--- src/hdl/slr_pkg.sv ---
`default_nettype none
package slr_pkg;

   // Sample and phase formats.
   localparam int SAMPLE_BITS = 16;
   localparam int FRAC_BITS   = 16;
   localparam int STEP_BITS   = 19;
   // Phase holds up to one fraction short of one plus the largest step.
   localparam int PHASE_BITS  = FRAC_BITS + 3;
   localparam int PROD_BITS   = SAMPLE_BITS + FRAC_BITS + 2;

   localparam logic [PHASE_BITS-1:0] PHASE_ONE = PHASE_BITS'(1) << FRAC_BITS;

   // Step limits.
   localparam logic [STEP_BITS-1:0] STEP_MIN   = STEP_BITS'(5461);
   localparam logic [STEP_BITS-1:0] STEP_MAX   = STEP_BITS'(262144);
   localparam logic [STEP_BITS-1:0] STEP_RESET = STEP_BITS'(65536);

   // Output frames per source frame at most.
   localparam int MAX_RESULTS = 13;
   localparam int CNT_BITS    = $clog2(MAX_RESULTS + 1);

   // Register file.
   localparam int CSR_ADDR_BITS = 3;
   localparam int CSR_DATA_BITS = 32;
   localparam logic [CSR_ADDR_BITS-3:0] REG_PHASE_STEP = '0;

   typedef struct packed {
      logic signed [SAMPLE_BITS-1:0] left_sample;
      logic signed [SAMPLE_BITS-1:0] right_sample;
      logic                          write_end;
   } req_type;

   typedef struct packed {
      logic signed [SAMPLE_BITS-1:0] left_out;
      logic signed [SAMPLE_BITS-1:0] right_out;
      logic                          last_of_run;
      logic                          ends_write;
   } rsp_type;

   // Command to the shared multiply-add unit.
   typedef struct packed {
      logic                          load;
      logic signed [SAMPLE_BITS-1:0] prev;
      logic signed [SAMPLE_BITS-1:0] cur;
      logic        [FRAC_BITS-1:0]   phase;
   } mac_cmd_type;

endpackage
`default_nettype wire

--- src/hdl/slr_csr.sv ---
`default_nettype none
module slr_csr (
   input  wire logic                                  clock,
   input  wire logic                                  reset,
   input  wire logic                                  psel,
   input  wire logic                                  penable,
   input  wire logic                                  pwrite,
   input  wire logic [slr_pkg::CSR_ADDR_BITS-1:0]     paddr,
   input  wire logic [slr_pkg::CSR_DATA_BITS-1:0]     pwdata,
   output logic      [slr_pkg::CSR_DATA_BITS-1:0]     prdata,
   output logic                                       pready,
   output logic      [slr_pkg::STEP_BITS-1:0]         step,
   output logic                                       step_write
);

   logic [slr_pkg::STEP_BITS-1:0]     step_ff;
   logic [slr_pkg::STEP_BITS-1:0]     step_in;
   logic [slr_pkg::STEP_BITS-1:0]     wdata;
   logic [slr_pkg::CSR_ADDR_BITS-3:0] reg_index;
   logic                              hit;

   assign reg_index = paddr[slr_pkg::CSR_ADDR_BITS-1:2];
   assign hit       = (reg_index == slr_pkg::REG_PHASE_STEP);

   // A write completes in the access cycle.
   assign step_write = psel && penable && pwrite && hit;

   // Saturate the written step into its legal range.
   assign wdata = pwdata[slr_pkg::STEP_BITS-1:0];
   always_comb begin
      step_in = step_ff;
      if (step_write) begin
         if (wdata < slr_pkg::STEP_MIN) begin
            step_in = slr_pkg::STEP_MIN;
         end else if (wdata > slr_pkg::STEP_MAX) begin
            step_in = slr_pkg::STEP_MAX;
         end else begin
            step_in = wdata;
         end
      end
   end

   always_ff @(posedge clock) begin
      if (reset) begin
         step_ff <= slr_pkg::STEP_RESET;
      end else begin
         step_ff <= step_in;
      end
   end

   assign step   = step_ff;
   assign pready = 1'b1;
   assign prdata = hit ? slr_pkg::CSR_DATA_BITS'(step_ff) : '0;

endmodule
`default_nettype wire

--- src/hdl/slr_mac.sv ---
`default_nettype none
module slr_mac (
   input  wire logic                                  clock,
   input  wire slr_pkg::mac_cmd_type                  cmd,
   output logic signed [slr_pkg::SAMPLE_BITS-1:0]     result
);

   localparam int SB = slr_pkg::SAMPLE_BITS;
   localparam int FB = slr_pkg::FRAC_BITS;
   localparam int PB = slr_pkg::PROD_BITS;

   logic signed [SB:0]   diff;
   logic signed [FB:0]   phase_s;
   logic signed [PB-1:0] prod_ff;
   logic signed [PB-1:0] prod_in;
   logic signed [SB-1:0] base_ff;
   logic signed [SB-1:0] base_in;
   logic signed [PB-FB-1:0] shifted;
   logic signed [PB-FB-1:0] sum;

   // Difference times phase, registered before the final add.
   assign diff    = (SB+1)'(cmd.cur) - (SB+1)'(cmd.prev);
   assign phase_s = $signed({1'b0, cmd.phase});
   assign prod_in = cmd.load ? PB'(diff * phase_s) : prod_ff;
   assign base_in = cmd.load ? cmd.prev : base_ff;

   always_ff @(posedge clock) begin
      prod_ff <= prod_in;
      base_ff <= base_in;
   end

   // Arithmetic shift floors the scaled difference.
   assign shifted = prod_ff[PB-1:FB];
   assign sum     = (PB-FB)'(base_ff) + shifted;
   assign result  = sum[SB-1:0];

endmodule
`default_nettype wire

--- src/hdl/stereo_linear_resampler_top.sv ---
`default_nettype none
// Stereo linear-interpolation resampler.
// The req channel takes one signed stereo source frame per transfer; the rsp
// channel gives zero or more interpolated frames for it, the last of them
// flagged with last_of_run (and ends_write when the frame carried write_end).
// Both channels move a transfer when valid is high and stall is low.
// The step register (byte address 0) sets source frames per output frame in
// unsigned 3.16 form; a write clears the phase so the next frame primes the
// history. req_stall stays high from a frame's transfer until the range check
// that ends its run. For each output the sequencer does a range check, two
// passes through the one shared multiply-add unit (left, then right) and a
// load of the output register. A stalled receiver holds the output register;
// the sequencer waits at its load step until the register is free, so nothing
// is lost. Reset restores the unit step, clears the phase, the history and the
// primed flag, and empties the output register.
module stereo_linear_resampler_top (
   input  wire logic                                  clock,
   input  wire logic                                  reset,
   input  wire logic                                  req_valid,
   output logic                                       req_stall,
   input  wire slr_pkg::req_type                      req_data,
   output logic                                       rsp_valid,
   input  wire logic                                  rsp_stall,
   output slr_pkg::rsp_type                           rsp_data,
   input  wire logic                                  psel,
   input  wire logic                                  penable,
   input  wire logic                                  pwrite,
   input  wire logic [slr_pkg::CSR_ADDR_BITS-1:0]     paddr,
   input  wire logic [slr_pkg::CSR_DATA_BITS-1:0]     pwdata,
   output logic      [slr_pkg::CSR_DATA_BITS-1:0]     prdata,
   output logic                                       pready
);

   localparam int SB = slr_pkg::SAMPLE_BITS;
   localparam int FB = slr_pkg::FRAC_BITS;
   localparam int PHB = slr_pkg::PHASE_BITS;
   localparam int CB = slr_pkg::CNT_BITS;

   typedef enum logic [4:0] {
      ST_IDLE  = 5'b00001,
      ST_CHECK = 5'b00010,
      ST_MUL_L = 5'b00100,
      ST_MUL_R = 5'b01000,
      ST_EMIT  = 5'b10000
   } state_type;

   state_type             state_ff, state_in;
   logic [PHB-1:0]        phase_ff, phase_in;
   logic signed [SB-1:0]  prev_l_ff, prev_l_in;
   logic signed [SB-1:0]  prev_r_ff, prev_r_in;
   logic                  primed_ff, primed_in;
   logic [CB-1:0]         cnt_ff, cnt_in;
   slr_pkg::req_type      cur_ff, cur_in;
   logic signed [SB-1:0]  left_res_ff, left_res_in;
   slr_pkg::rsp_type      rsp_ff, rsp_in;
   logic                  rsp_valid_ff, rsp_valid_in;

   logic [slr_pkg::STEP_BITS-1:0] step;
   logic                          step_write;
   slr_pkg::mac_cmd_type          mac_cmd;
   logic signed [SB-1:0]          mac_result;
   logic [PHB-1:0]                next_phase;
   logic                          below_one;
   logic                          more;
   logic                          out_free;
   logic                          last;

   slr_csr u_csr (
      .clock      (clock),
      .reset      (reset),
      .psel       (psel),
      .penable    (penable),
      .pwrite     (pwrite),
      .paddr      (paddr),
      .pwdata     (pwdata),
      .prdata     (prdata),
      .pready     (pready),
      .step       (step),
      .step_write (step_write)
   );

   // Operands for the shared unit: left channel first, then right.
   always_comb begin
      mac_cmd.load  = (state_ff == ST_MUL_L) || (state_ff == ST_MUL_R);
      mac_cmd.prev  = (state_ff == ST_MUL_L) ? prev_l_ff : prev_r_ff;
      mac_cmd.cur   = (state_ff == ST_MUL_L) ? cur_ff.left_sample : cur_ff.right_sample;
      mac_cmd.phase = phase_ff[FB-1:0];
   end

   slr_mac u_mac (
      .clock  (clock),
      .cmd    (mac_cmd),
      .result (mac_result)
   );

   // Phase tests for the run loop.
   assign next_phase = phase_ff + PHB'(step);
   assign below_one  = phase_ff < slr_pkg::PHASE_ONE;
   assign more       = below_one && (cnt_ff != CB'(slr_pkg::MAX_RESULTS));
   assign last       = (next_phase >= slr_pkg::PHASE_ONE) ||
                       (cnt_ff == CB'(slr_pkg::MAX_RESULTS - 1));
   assign out_free   = !rsp_valid_ff || !rsp_stall;

   // Sequencer.
   always_comb begin
      state_in     = state_ff;
      phase_in     = phase_ff;
      prev_l_in    = prev_l_ff;
      prev_r_in    = prev_r_ff;
      primed_in    = primed_ff;
      cnt_in       = cnt_ff;
      cur_in       = cur_ff;
      left_res_in  = left_res_ff;
      rsp_in       = rsp_ff;
      rsp_valid_in = rsp_valid_ff && rsp_stall;
      unique case (state_ff)
         ST_IDLE: begin
            if (req_valid) begin
               cur_in   = req_data;
               cnt_in   = '0;
               state_in = ST_CHECK;
               if (!primed_ff) begin
                  prev_l_in = req_data.left_sample;
                  prev_r_in = req_data.right_sample;
                  phase_in  = '0;
                  primed_in = 1'b1;
               end
            end
         end
         ST_CHECK: begin
            if (more) begin
               state_in = ST_MUL_L;
            end else begin
               // End of run: step past the current frame.
               phase_in  = below_one ? '0 : (phase_ff - slr_pkg::PHASE_ONE);
               prev_l_in = cur_ff.left_sample;
               prev_r_in = cur_ff.right_sample;
               state_in  = ST_IDLE;
            end
         end
         ST_MUL_L: begin
            state_in = ST_MUL_R;
         end
         ST_MUL_R: begin
            left_res_in = mac_result;
            state_in    = ST_EMIT;
         end
         ST_EMIT: begin
            if (out_free) begin
               rsp_in.left_out    = left_res_ff;
               rsp_in.right_out   = mac_result;
               rsp_in.last_of_run = last;
               rsp_in.ends_write  = last && cur_ff.write_end;
               rsp_valid_in       = 1'b1;
               phase_in           = next_phase;
               cnt_in             = cnt_ff + CB'(1);
               state_in           = ST_CHECK;
            end
         end
         default: begin
            state_in = ST_IDLE;
         end
      endcase
      // A step write restarts interpolation with the next frame.
      if (step_write) begin
         phase_in  = '0;
         primed_in = 1'b0;
      end
   end

   always_ff @(posedge clock) begin
      if (reset) begin
         state_ff     <= ST_IDLE;
         phase_ff     <= '0;
         prev_l_ff    <= '0;
         prev_r_ff    <= '0;
         primed_ff    <= 1'b0;
         cnt_ff       <= '0;
         rsp_valid_ff <= 1'b0;
      end else begin
         state_ff     <= state_in;
         phase_ff     <= phase_in;
         prev_l_ff    <= prev_l_in;
         prev_r_ff    <= prev_r_in;
         primed_ff    <= primed_in;
         cnt_ff       <= cnt_in;
         rsp_valid_ff <= rsp_valid_in;
      end
   end

   // Payload registers.
   always_ff @(posedge clock) begin
      cur_ff      <= cur_in;
      left_res_ff <= left_res_in;
      rsp_ff      <= rsp_in;
   end

   assign req_stall = (state_ff != ST_IDLE);
   assign rsp_valid = rsp_valid_ff;
   assign rsp_data  = rsp_ff;

`ifndef SYNTH
   // Between frames the phase is below four.
   assert property (@(posedge clock) disable iff (reset)
      (state_ff == ST_IDLE) |-> (phase_ff[PHB-1] == 1'b0))
      else $error("phase out of range between frames");

   // A run never produces more than the output cap.
   assert property (@(posedge clock) disable iff (reset)
      cnt_ff <= CB'(slr_pkg::MAX_RESULTS))
      else $error("run count exceeds cap");

   // An accepted frame leaves the history primed, unless a step write comes with it.
   assert property (@(posedge clock) disable iff (reset)
      (req_valid && !req_stall && !step_write) |=> (primed_ff && (state_ff == ST_CHECK)))
      else $error("frame accepted without priming");
`endif

endmodule
`default_nettype wire
--- config.mk ---
export PLATFORM = sky130hd
export DESIGN_NAME = stereo_linear_resampler_top
export DESIGN_NICKNAME = d
export VERILOG_FILES = /design/src/hdl/slr_pkg.sv /design/src/hdl/slr_csr.sv /design/src/hdl/slr_mac.sv /design/src/hdl/stereo_linear_resampler_top.sv
export SDC_FILE = /design/constraint.sdc
export NUM_CORES = 1
export LEC_CHECK = 0
export ABC_AREA = 1
export BUFFER_PORTS_ARGS = -buffer_cell sky130_fd_sc_hd__clkbuf_2
export CORE_MARGIN = 1
export CORE_UTILIZATION = 25
export CTS_BUF_LIST = sky130_fd_sc_hd__clkbuf_4 sky130_fd_sc_hd__clkbuf_8
export CTS_CLUSTER_SIZE = 10
export DETAILED_ROUTE_END_ITERATION = 10
export GPL_TIMING_DRIVEN = 0
export PLACE_DENSITY = 0.4
export SLEW_MARGIN = 20
export SYNTH_ARGS = -nofsm -noshare
export SYNTH_HDL_FRONTEND = slang
export SYNTH_HIERARCHICAL = 1
export SYNTH_SLANG_ARGS = --single-unit
--- constraint.sdc ---
create_clock -name clock -period 7.74 [get_ports clock]
set_input_delay 1.161 -clock clock [delete_from_list [all_inputs] [get_ports clock]]
set_output_delay 1.161 -clock clock [all_outputs]
set_load 0.02 [all_outputs]
==> metrics, run 1 <==
status=completed; row count=106; mux share of post-synthesis cell area=0.852%; Overflow after GRT=0; crit path kind=flop to flop; P_leak=11.8 nW; Detailed Place HPWL=55.3 mm; Die ar.=0.0857 mm2; fillcell total=8928; number of synthesized flops with an enable pin=115; Hold Path Origin=left_res_ff[4]; Routed WL=66.0 mm; Power Density=148 mW/mm2; Area Growth Syn to Fin=21.9%; RSZ-0062 raised after global routing=true; vias in the first global route=17800; DR WL/cell=16.7 um; Via-to-Cell Ratio=4.39; Design Area, Final=0.0258 mm2; htree depth=4; share of cells above drive strength 1=21.2%; Post-Layout Cell Count=3959; TritonCTS clock tree=yes; Worst-path clk slew=130 ps; asr flop ratio synth=0%; DRC Markers=0; Cell Area, Placed=0.0232 mm2; CP Capture Type=flop; main flop type after synthesis=edfxtp_1; CTS Root Cell=clkbuf_8; maxcap violations=0; Critical Path RT=8030 ps; YS warnings=6; FF-to-FF setup slack=80 ps; Port Buffers=112; fin nets=3286; largest family of logic cells by synthesized area=adder cells; final worst slack=82.8 ps; Initial Utilization=25.3%; xor/xnor share of the synthesized area=2.26%; Synth Register Bits=196; Tot GR Track Use=15.5%; Worst R2R End=u_mac/prod_ff[26]; Skew-Pair Late Insertion Delay=530 ps; Syn Inst Count=2584; Die Wd=293 um; # hold bufs at CTS=0; Final period util=98.9%; Max stage delay on crit path=600 ps; Final min period=7660 ps; dpl ws=-1660 ps; global-route wire length before repair=102 mm; Die H=293 um; initial antenna violation count=2; simple-gate share of the synthesized area=20.0%; final hold vios=0; syn avg cell area=8.18 um2; post-route ant nets=0; via count=17400; nature of the critical path startpoint=flop; r2r startpoint=state_ff[0]; Post-Syn Area=0.0211 mm2; clock buffer depth=2; reg2reg path depth=36; Worst Tran Pin Value=801 ps; Final Slew Violations=0; post-synth cell types=62; initial DRC count=1012; maximum vdd drop=0.000140 V; Post-Synth Adder-Cell Area=32.9%; Inst Count DP=3847; Inserted Clock Buffers=17; Compound-Gate Fraction of Synth Area=7.93%; Crit-path slowest cell=fa_2; clk sinks=196; Seq/Total Area, Yosys=24.0%; Setup violations, final=0; CORE AREA=0.0837 mm2; max_slew headroom=46.6%; max frequency=131 MHz; ant diodes=0; Worst EP arrival=7950 ps; # IOs=144; worst-case clock skew=25.6 ps; gpl congestion=0.888; largest net degree at the start of global routing=44; drt first pass iters=5; Hold Path Class=flop to flop; worst-path fanout max=5; sink of the worst hold path=rsp_data[22]; WHS Path Cells=0
-- timing repair --
action / 4_1_cts / 5_1_grt
setup buffers: 40 / 37
endpoints found under the setup margin: 16 / 16
resized for setup: 197 / 183
gates cloned: 1 / 2
pin swaps: 51 / 111
-- sequential cells by signal (all words and copies together), names as in the netlist --
name and flops:
rsp_valid 1, prev_l_ff 16, prev_r_ff 16, state_ff 5, primed_ff 1, left_res_ff 16
cur_ff 33, u_mac/prod_ff 16, phase_ff 19, cnt_ff 4, u_csr/step 19, rsp_data 34
u_mac/base_ff 16
-- cells by family (layout without fill, tap and decap cells) --
| family | count (synthesis) | in the layout |
|---|---|---|
| buf+inv | 638 | 867 |
| mux | 16 | 16 |
| simple gates | 990 | 990 |
| compound gates | 291 | 291 |
| xor+xnor | 52 | 52 |
| flops | 196 | 196 |
| fa+ha+maj | 399 | 399 |
| other cells | 2 | 14 |
-- metrics by stage --
step                utilization [%]  setup TNS, ps  hold WS [ps]  power (mW)
floorplan                         -              0           400        2.02
global placement               27.7         -19160           404        2.53
detailed placement             27.8         -20380           405        2.54
CTS                            29.5          -9.20           432        3.61
global route                   30.8          -1800           436        4.03
finish                         30.8              0           429        3.82
-- layout by cell type, fill, tap and decap left out, types with 25 or more instances in the layout --
cell	count
inv_1	515
nand3_1	120
ha_4	25
a21oi_1	93
fa_1	241
clkbuf_1	36
buf_4	86
clkbuf_2	112
o21ai_0	56
a31oi_1	35
nand2_2	53
edfxtp_1	115
nand2_1	460
ha_1	111
nor2_1	216
dfxtp_1	77
inv_2	35
nor2_2	28
xor2_1	32
a21oi_2	27
-- worst max-delay path by stage --
stage | startpoint | end | cells past startpoint
after floorplan | state_ff[0] | u_mac/prod_ff[31] | 33
after global placement | state_ff[0] | u_mac/prod_ff[31] | 38
after detailed placement | state_ff[0] | u_mac/prod_ff[31] | 38
after CTS | state_ff[1] | u_mac/prod_ff[26] | 36
after global routing | state_ff[0] | u_mac/prod_ff[29] | 39
final | state_ff[0] | u_mac/prod_ff[26] | 36
-- worst max-delay path: cells and delay by family, from the launching register on --
kind,cells,cell delay (ps)
AND/OR/NAND/NOR,14,1420
buffers and inverters,8,710
adder cells (fa/ha/maj),9,3980
AO/OA/AOI/OAI,3,430
multiplexers,1,330
flip-flops,1,370
XOR/XNOR,1,170
-- cell usage after synthesis, types with 7 or more instances --
master | number | area (um2)
a21oi_1 | 114 | 571
a21oi_2 | 13 | 114
a31oi_1 | 38 | 238
buf_2 | 11 | 55.1
buf_4 | 20 | 150
clkbuf_1 | 40 | 150
dfxtp_1 | 81 | 1620
edfxtp_1 | 115 | 3450
fa_1 | 261 | 5230
ha_1 | 138 | 1730
inv_1 | 540 | 2030
inv_2 | 16 | 60.1
mux2_2 | 16 | 180
nand2_1 | 510 | 1910
nand2_2 | 22 | 138
nand3_1 | 127 | 636
nand4_1 | 10 | 62.6
nor2_1 | 251 | 942
nor3_1 | 14 | 70.1
o21ai_0 | 83 | 415
o21ai_1 | 7 | 35.0
o21bai_1 | 7 | 52.6
or2_1 | 9 | 56.3
or2_2 | 13 | 81.3
xnor2_1 | 13 | 114
xor2_1 | 36 | 315
-- metal layers --
metal | track usage [%] | vias to the layer above | part of all wire, %
met5 | 0 | - | 0
li1 | - | 8444 | -
met1 | 20.9 | 8469 | 46
met2 | 25.7 | 417 | 47
met4 | 3.44 | 0 | 1.6
met3 | 2.67 | 62 | 4.9
-- cell type report --
class / count / area [um2] / share of cell area [%]
multi-input cells: 1762 / 14800 / 57.6
flip-flops and latches: 196 / 5080 / 19.7
inverters: 562 / 2150 / 8.35
well taps: 1134 / 1420 / 5.51
repair buffers: 195 / 1330 / 5.18
plain buffers: 76 / 503 / 1.95
clock buffers: 17 / 234 / 0.908
clock inverters: 15 / 184 / 0.714
repair inverters: 2 / 16.3 / 0.0632
-- report_power, final --
part           switching, mW  internal [mW]
Sequential            0.0429           1.19
Clock                  0.461          0.255
Combinational           1.21          0.661
Total                   1.71           2.11
Note: power is estimated with default switching activity, not from simulation.
==> run 2: changes to the inputs <==
- ABC_AREA: 1 -> unset
==> metrics, run 2 <==
asr flop ratio synth=0% (unchanged); htree depth=4 (unchanged); worst-path fanout max=8 (was 5); top cell type's share of synthesized area=26.0% (was 24.7%); max_slew headroom=41.2% (was 46.6%); Critical Path RT=7990 ps (was 8030 ps); Design Area, Final=0.0242 mm2 (was 0.0258 mm2); commonest non-fill, non-tap cell in the layout=inv_1 (unchanged); Crit-path slowest cell=fa_2 (unchanged); dpl ws=-2560 ps (was -1660 ps); Worst Path Buf+Inv=9 (was 8); DRC Markers=0 (unchanged); Seq/Total Area, Yosys=25.3% (was 24.0%); Die H=285 um (was 293 um); DR WL/cell=17.2 um (was 16.7 um); failing checks=negative setup slack; dominant cell type by area after synthesis=fa_1 (unchanged); fin nets=2717 (was 3286); vias in the first global route=15700 (was 17800); top-count cell post-synth=inv_1 (unchanged); initial antenna violation count=1 (was 2); final hold vios=0 (unchanged); # IOs=144 (unchanged); Tot GR Track Use=14.3% (was 15.5%); Commonest cells post-synth=378 x inv_1, 261 x fa_1, 182 x nand2_1, 138 x ha_1 (was 540 x inv_1, 510 x nand2_1, 261 x fa_1, 251 x nor2_1, 138 x ha_1); YS warnings=6 (unchanged); drt first pass iters=5 (unchanged); fillcell total=8360 (was 8928); Detailed Place HPWL=46.6 mm (was 55.3 mm); Worst-path clk slew=140 ps (was 130 ps); gpl congestion=0.821 (was 0.888); initial DRC count=687 (was 1012); share of cells above drive strength 1=21.4% (was 21.2%); Post-Layout Cell Count=3307 (was 3959); post-route ant nets=0 (unchanged); Power Density=136 mW/mm2 (was 148 mW/mm2); Worst EP arrival=8860 ps (was 7950 ps); syn avg cell area=9.92 um2 (was 8.18 um2); Syn Inst Count=2024 (was 2584); main flop type after synthesis=edfxtp_1 (unchanged); TritonCTS clock tree=yes (unchanged); top post-synthesis cells by area=fa_1 26%, edfxtp_1 17%, ha_1 8.6% (was fa_1 25%, edfxtp_1 16%, inv_1 9.6%); Setup violations, final=16 (was 0); largest net degree at the start of global routing=36 (was 44); crit path kind=flop to flop (unchanged); Inst Count DP=3202 (was 3847); global routing usage on met3=1.47% (was 2.67%); status=finished with violations (was completed); CP top delay family=adder cells (unchanged); CP startpoint=state_ff[3] (was state_ff[0]); Final min period=8610 ps (was 7660 ps); clk sinks=196 (unchanged); # hold bufs at CTS=0 (unchanged); Final Slew Violations=0 (unchanged); CP Capture Type=flop (unchanged); commonest cells after routing, fill and taps aside=352 x inv_1, 243 x fa_1, 172 x nand2_1 (was 515 x inv_1, 460 x nand2_1, 241 x fa_1); WHS Path Cells=0 (unchanged); P_leak=10.8 nW (was 11.8 nW); Cell Area, Placed=0.0223 mm2 (was 0.0232 mm2); Max stage delay on crit path=590 ps (was 600 ps); RSZ-0062 raised after global routing=true (unchanged); Worst R2R End=u_mac/prod_ff[30] (was u_mac/prod_ff[26]); Initial Utilization=25.3% (about the same); Final period util=111% (was 98.9%); sink of the worst hold path=rsp_data[18] (was rsp_data[22]); global-route wire length before repair=90.3 mm (was 102 mm); max frequency=116 MHz (was 131 MHz); CORE AREA=0.0793 mm2 (was 0.0837 mm2); r2r startpoint=state_ff[3] (was state_ff[0]); met2 Resource Use GR=24.2% (was 25.7%); nature of the critical path startpoint=flop (unchanged); Die Wd=285 um (was 293 um); worst-case clock skew=29.1 ps (was 25.6 ps); Die ar.=0.0814 mm2 (was 0.0857 mm2); Skew-Pair Late Insertion Delay=510 ps (was 530 ps); number of synthesized flops with an enable pin=115 (unchanged); Via-to-Cell Ratio=4.39 (about the same); maximum vdd drop=0.000107 V (was 0.000140 V); Area Growth Syn to Fin=20.3% (was 21.9%); CTS Root Cell=clkbuf_8 (unchanged); Port Buffers=113 (was 112); maxcap violations=0 (unchanged); Hold Path Origin=left_res_ff[0] (was left_res_ff[4]); Synth Register Bits=196 (unchanged); via count=14500 (was 17400); Post-Syn Area=0.0201 mm2 (was 0.0211 mm2); setup TNS=-10890 ps (was 0 ps); grt peak-use layer=met2 (unchanged); Inserted Clock Buffers=17 (unchanged); Overflow after GRT=0 (unchanged); clock buffer depth=2 (unchanged); met1 Use GR=19.9% (was 20.9%); Hold Path Class=flop to flop (unchanged); FF-to-FF setup slack=-870 ps (was 80 ps); post-synth cell types=86 (was 62); Largest register FFs=34 (unchanged); final worst slack=-869 ps (was 82.8 ps); reg2reg path depth=37 (was 36); hold slack=419 ps (was 429 ps); row count=103 (was 106); Worst Tran Pin Value=882 ps (was 801 ps); Routed WL=56.7 mm (was 66.0 mm)
-- run 2: cell count changes after synthesis, sizes merged, moves of 51 or more --
cell   delta
nand2   -352
and2    +111
o21ai    -67
nor2    -156
inv     -178
nand3   -103
a21oi    -68
nor2b    +51
-- run 2: per-stage QoR --
step	utilization [%]	power, mW
5_1_grt	30.5	3.44
6_report	30.5	3.27
4_1_cts	30.2	3.27
3_3_place_gp	28.1	2.18
3_5_place_dp	28.2	2.19
2_1_floorplan	-	1.80
-- run 2: worst max path at each step --
stage                              endpoint  slack (ps)  depth (start not counted)
final                     u_mac/prod_ff[30]        -870                         37
after global routing      u_mac/prod_ff[31]       -1190                         36
after CTS                 u_mac/prod_ff[30]        -930                         36
after detailed placement  u_mac/prod_ff[31]       -2560                         32
after global placement    u_mac/prod_ff[31]       -2550                         32
after floorplan           u_mac/prod_ff[31]        -190                         32
-- run 2: final cells by class --
type	count	area (um2)	area share [%]
multi-input cells	1379	14100	58.4
repair buffers	188	1270	5.24
inverters	379	1430	5.90
clock buffers	17	234	0.969
plain buffers	82	532	2.20
clock inverters	15	188	0.777
flip-flops and latches	196	5080	21.0
diodes	1	2.50	0.0104
well taps	1050	1310	5.44
-- run 2: logic make-up (layout without fill, tap and decap cells) --
| logic type | after synthesis | count (layout) | synth area share, % |
|---|---|---|---|
| mux | 64 | 64 | 3.39 |
| buf+inv | 461 | 681 | 9.15 |
| flops | 196 | 196 | 25.3 |
| fa+ha+maj | 399 | 399 | 34.6 |
| other cells | 2 | 15 | 0.0374 |
| compound gates | 242 | 242 | 8.98 |
| simple gates | 578 | 578 | 14.8 |
| xor+xnor | 82 | 82 | 3.76 |
-- run 2: per-layer routing --
metal,vias up,part of all wire [%]
met5,-,0
met4,0,0.76
met3,27,2.7
met2,237,48
met1,7305,49
li1,6935,-
-- run 2: power breakdown --
group,total [mW],internal [mW],switching (mW),leakage (nW)
clock,0.730,0.256,0.474,0.213
combinational,1.35,0.545,0.801,8.91
sequential,1.20,1.17,0.0317,1.68
total,3.27,1.97,1.31,10.8
-- run 2: repair_timing --
item | in CTS | in global routing
setup buffers | 60 | 10
pin swaps | 90 | 64
setup endpoints to repair | 16 | 16
gates resized for setup | 137 | 53
cloned | 3 | 0
